<file path="config.mk">
export PLATFORM = sky130hd
export DESIGN_NAME = bb3_lane
export DESIGN_NICKNAME = d
export VERILOG_FILES = /design/src/bb3_pkg.sv /design/src/bb3_lane.sv
export SDC_FILE = /design/constraint.sdc
export NUM_CORES = 1
export LEC_CHECK = 0
export ABC_CLOCK_PERIOD_IN_PS = 6700
export BUFFER_PORTS_ARGS = -buffer_cell sky130_fd_sc_hd__buf_2
export CAP_MARGIN = 20
export CORE_MARGIN = 2
export CORE_UTILIZATION = 46
export CTS_CLUSTER_SIZE = 8
export DETAILED_ROUTE_END_ITERATION = 10
export PLACE_DENSITY = 0.78
export SLEW_MARGIN = 10
export SYNTH_ARGS = -nofsm -noshare
export SYNTH_HDL_FRONTEND = slang
export SYNTH_SLANG_ARGS = --single-unit
export TNS_END_PERCENT = 5
</file>
<file path="constraint.sdc">
create_clock -name aclk -period 6.7 [get_ports aclk]
set_clock_uncertainty 0.1 [all_clocks]
set_input_delay 1.34 -clock aclk [delete_from_list [all_inputs] [get_ports aclk]]
set_output_delay 1.34 -clock aclk [all_outputs]
set_load 0.02 [all_outputs]
</file>
<file path="src/bb3_pkg.sv">
// bb3_pkg: shared types, codes and constants of the 3x3 rgba box blur
// no dependencies; imported by every module of the block
`default_nettype none

package bb3_pkg;

    localparam int PIX_W        = 8;
    localparam int TDATA_W      = 32;
    localparam int NUM_CELLS    = 9;
    localparam int NUM_LANES    = 3;
    localparam int CFG_IDX_W    = 2;
    localparam int CFG_DATA_W   = 13;
    localparam int WIDTH_REG_W  = 12;
    localparam int HEIGHT_REG_W = 13;
    localparam int COL_SUM_W    = 10;
    localparam int SUM_W        = 12;
    localparam int RECIP_W      = 14;
    localparam int RECIP_SHIFT  = 15;

    // sum * recip >> 15 gives the exact truncated quotient for sums below 2296
    localparam logic [RECIP_W-1:0] RECIP_BY_4 = 14'd8192;
    localparam logic [RECIP_W-1:0] RECIP_BY_6 = 14'd5462;
    localparam logic [RECIP_W-1:0] RECIP_BY_9 = 14'd3641;

    typedef enum logic [CFG_IDX_W-1:0] {
        CFG_IMAGE_WIDTH  = 2'd0,
        CFG_IMAGE_HEIGHT = 2'd1
    } cfg_index_t;

    typedef enum logic {
        CMD_PIXEL = 1'b0,
        CMD_FLUSH = 1'b1
    } command_t;

    typedef enum logic [1:0] {
        DIV_BY_4 = 2'd0,
        DIV_BY_6 = 2'd1,
        DIV_BY_9 = 2'd2
    } div_sel_t;

    // which neighbors of the output pixel lie inside the image
    typedef struct packed {
        logic top;
        logic bottom;
        logic left;
        logic right;
        logic last;
    } nbr_flags_t;

    typedef logic [TDATA_W-1:0] pixel_t;

    // cell index is column * 3 + row, column 0 oldest, row 0 topmost
    function automatic logic [NUM_CELLS-1:0] keep_mask(nbr_flags_t f);
        logic [NUM_CELLS-1:0] m;
        logic col_ok;
        logic row_ok;
        m = '0;
        for (int c = 0; c < 3; c++) begin
            for (int r = 0; r < 3; r++) begin
                col_ok = (c == 0) ? f.left : ((c == 2) ? f.right : 1'b1);
                row_ok = (r == 0) ? f.top : ((r == 2) ? f.bottom : 1'b1);
                m[c*3+r] = col_ok & row_ok;
            end
        end
        return m;
    endfunction

    function automatic div_sel_t div_select(nbr_flags_t f);
        div_sel_t d;
        if (f.top && f.bottom && f.left && f.right) begin
            d = DIV_BY_9;
        end else if ((f.top && f.bottom) || (f.left && f.right)) begin
            d = DIV_BY_6;
        end else begin
            d = DIV_BY_4;
        end
        return d;
    endfunction

    function automatic logic [RECIP_W-1:0] recip_of(div_sel_t d);
        logic [RECIP_W-1:0] r;
        case (d)
            DIV_BY_4: r = RECIP_BY_4;
            DIV_BY_6: r = RECIP_BY_6;
            DIV_BY_9: r = RECIP_BY_9;
            default:  r = RECIP_BY_9;
        endcase
        return r;
    endfunction

endpackage

`default_nettype wire

</file>
<file path="src/bb3_lane.sv">
// bb3_lane: one color channel, masked sum of the window and division by 4, 6 or 9
// depends on bb3_pkg; registered sum, then one reciprocal multiply
`default_nettype none

module bb3_lane
    import bb3_pkg::*;
(
    input  wire logic                 aclk,
    input  wire logic                 load,
    input  wire logic [PIX_W-1:0]     cell_bytes [NUM_CELLS],
    input  wire logic [NUM_CELLS-1:0] keep,
    input  wire div_sel_t             div_sel,
    output      logic [PIX_W-1:0]     quotient
);

    logic [COL_SUM_W-1:0]     col_sum [3];
    logic [SUM_W-1:0]         sum_next;
    logic [SUM_W-1:0]         sum_reg;
    div_sel_t                 div_reg;
    logic [SUM_W+RECIP_W-1:0] prod;

    always_comb begin
        for (int c = 0; c < 3; c++) begin
            col_sum[c] = '0;
            for (int r = 0; r < 3; r++) begin
                if (keep[c*3+r]) begin
                    col_sum[c] = col_sum[c] + COL_SUM_W'(cell_bytes[c*3+r]);
                end
            end
        end
        sum_next = SUM_W'(col_sum[0]) + SUM_W'(col_sum[1]) + SUM_W'(col_sum[2]);
    end

    always_ff @(posedge aclk) begin
        if (load) begin
            sum_reg <= sum_next;
            div_reg <= div_sel;
        end
    end

    assign prod     = (SUM_W+RECIP_W)'(sum_reg) * (SUM_W+RECIP_W)'(recip_of(div_reg));
    assign quotient = prod[RECIP_SHIFT +: PIX_W];

endmodule

`default_nettype wire

</file>
==> flow_metrics.env <==
export IMPL_rsz0062_at_grt="yes"
export IMPL_antenna_found_initial=0
export IMPL_hp_class="primary input to flop"
export IMPL_crit_path_end_kind="primary output"
export IMPL_synth_fp_nets=1119
export IMPL_worstPathArrival_ps=5440
export IMPL_min_from="div_sel[1]"
export IMPL_ios=93
export IMPL_start_util_pct=47.4
export IMPL_worstSetupStartpointType="flop"
export IMPL_design_area_um2=8770
export IMPL_yosysSeqAreaShare_pct=5.82
export IMPL_holdBufCountCts=0
export IMPL_num_nets_final=1271
export IMPL_cts_max_level=1
export IMPL_grt_pass1_vias=5960
export IMPL_grt_pass1_wl_um=26700
export IMPL_cts_made_buffers=3
export IMPL_drc=0
export IMPL_clockBufferDepth=2
export IMPL_postPlaceCellArea_um2=8250
export IMPL_overflow=0
export IMPL_synth_avg_cell_area_um2=8.93
export IMPL_synth_cell_types=53
export IMPL_crit_fanout=5
export IMPL_port_buffers=92
export IMPL_violations="setup timing"
export IMPL_area_delta_synth_final_pct=21.4
export IMPL_synth_seq_cells=14
export IMPL_drt_iter0_drc=190
export IMPL_post_route_period_util_pct=103
export IMPL_cts_root_buf="clkbuf_16"
export IMPL_grt_max_degree=18
export IMPL_fmax_ghz=0.145
export IMPL_worst_slack_ps=-180
export IMPL_fin_util_pct=57.5
export IMPL_via_count=5784
export IMPL_max_cap_violations=0
export IMPL_path_clk_slew_ps=40
export IMPL_hold_viol=0
export IMPL_postSynthCellCount=809
export IMPL_drive_gt1_share_pct=25.2
export IMPL_cp_required_ps=5260
export IMPL_synth_ff_type="edfxtp_1"
export IMPL_dp_final_hpwl_um=14000
export IMPL_fin_crit_ps=6880
export IMPL_setup_viol=5
export IMPL_synth_warnings=0
export IMPL_via_per_inst=4.94
export IMPL_antenna_cells=0
export IMPL_fillers=1287
export IMPL_die_x_um=129
export IMPL_wire_per_inst_um=13.7
export IMPL_dr_pass1_iters=4
export IMPL_gr_usage_all_layers_pct=19.8
export IMPL_die_area_um2=16700
export IMPL_maxSlewViolCount=0
export IMPL_die_h_um=129
export IMPL_clock_sinks=14
export IMPL_final_antenna_net_count=0
export IMPL_synth_edf_count=14
export IMPL_status="complete, but fails checks"
export IMPL_maxSlewHeadroom_pct=64.4
export IMPL_cts_tree="built"
export IMPL_rows=45
export IMPL_tightest_slew_ps=526
export IMPL_routed_wl_um=16100
export IMPL_whs_endpoint="div_reg[1]"
export IMPL_min_path_cells=1
export IMPL_syn_area_um2=7230
export IMPL_core_area_um2=15300
export IMPL_gp_congestion=0.966
export IMPL_async_reset_ff_share_pct=0
export IMPL_largest_reg_flops=12
export IMPL_crit_type="flop to primary output"
## final cells by class
class	count	area [um^2]	share of cell area (%)
clock buffers	3	75.1	0.856
clock inverters	1	3.75	0.0428
repair buffers	159	1020	11.6
well taps	211	264	3.01
inverters	177	668	7.62
multi-input cells	606	6320	72.0
flip-flops and latches	14	420	4.79
## routing by layer
layer	wire (um)	vias up	track usage [%]
li1	-	2907	-
met1	6720	2742	23.5
met2	8520	107	38.6
met3	413	28	1.07
met4	399	0	5.56
met5	0	-	0
## worst max path at each step
stage | start | slack, ps | end | cells after the start
floorplan | div_reg[1] | -10 | quotient[5] | 21
global placement | div_reg[1] | -250 | quotient[7] | 19
detailed placement | div_reg[1] | -370 | quotient[7] | 19
CTS | div_reg[1] | -220 | quotient[7] | 20
global route | div_reg[1] | -360 | quotient[7] | 20
finish | div_reg[1] | -180 | quotient[7] | 20
## logic make-up (layout without fill, tap and decap cells)
logic type      after synthesis  in the layout  share of synthesized area [%]
compound gates              130            130                           11.4
xor+xnor                     55             55                           6.67
fa+ha+maj                   226            226                           50.5
buf+inv                     190            340                           9.94
flops                        14             14                           5.82
mux                          26             26                           3.90
simple gates                168            169                           11.7
## synthesized netlist by cell type (15+ instances only)
cell,instances,share of area [%]
inv_1,176,9.1
and2_1,39,3.4
nand2_1,54,2.8
o21ai_1,20,1.4
nor2b_1,18,1.6
a21oi_1,42,2.9
ha_1,115,20
xor2_1,15,1.8
fa_1,110,30
xnor2_1,40,4.8
mux2_2,17,2.6
nor2_1,28,1.5
o21ai_0,16,1.1
## critical path, cell delays in order, from the launching register on
cell and delay, ps:
edfxtp_1 420, buf_6 160, nor2b_4 210, nand2_2 110, fa_1 510, fa_1 510, inv_1 50, fa_1 480
fa_1 530, inv_2 40, fa_1 470, inv_1 40, ha_2 170, nor4_2 200, o211ai_1 210, a31oi_4 270
a211oi_2 110, o31a_1 310, nor2_2 130, xnor2_2 110, buf_4 150
## timing repair
item / in CTS / in global routing
pin swaps: 36 / 41
setup buffers: 17 / 4
setup endpoints to repair: 8 / 7
hold endpoints to repair: 0 / 0
cloned: 1 / 0
gates resized for setup: 50 / 21
## cells in the final DEF (no fill, tap or decap), drive strengths merged, types with 2 or more instances in the layout
master,Yosys,layout
inv,176,176
buf,3,159
mux2,17,17
nor4,2,2
a21oi,42,42
edfxtp,14,14
a31o,3,3
nand2b,8,8
fa,110,110
o21ai,36,36
nand2,54,54
mux2i,9,9
a211oi,3,3
nor2b,18,19
o21a,3,3
ha,115,115
a211o,2,2
a31oi,3,3
nand3,4,4
a21o,14,14
a21boi,2,2
nor3,6,6
o211ai,8,8
nor2,28,28
and2,39,39
xnor2,40,40
or4,2,2
clkbuf,10,3
or3,3,3
xor2,15,15
o311ai,3,3
## metrics by stage
stage / TNS [ps] / hold slack [ps] / instances / setup slack [ps]
global placement: -540 / 1430 / 1145 / -253
finish: -512 / 1190 / 1171 / -180
CTS: -539 / 1190 / 1167 / -217
detailed placement: -1120 / 1430 / 1145 / -369
global route: -1580 / 1180 / 1171 / -358
floorplan: -12.9 / 1340 / 809 / -12.9
Power is not shown: default switching activity piles up to over one toggle a cycle in this logic, so the estimate is an artifact.
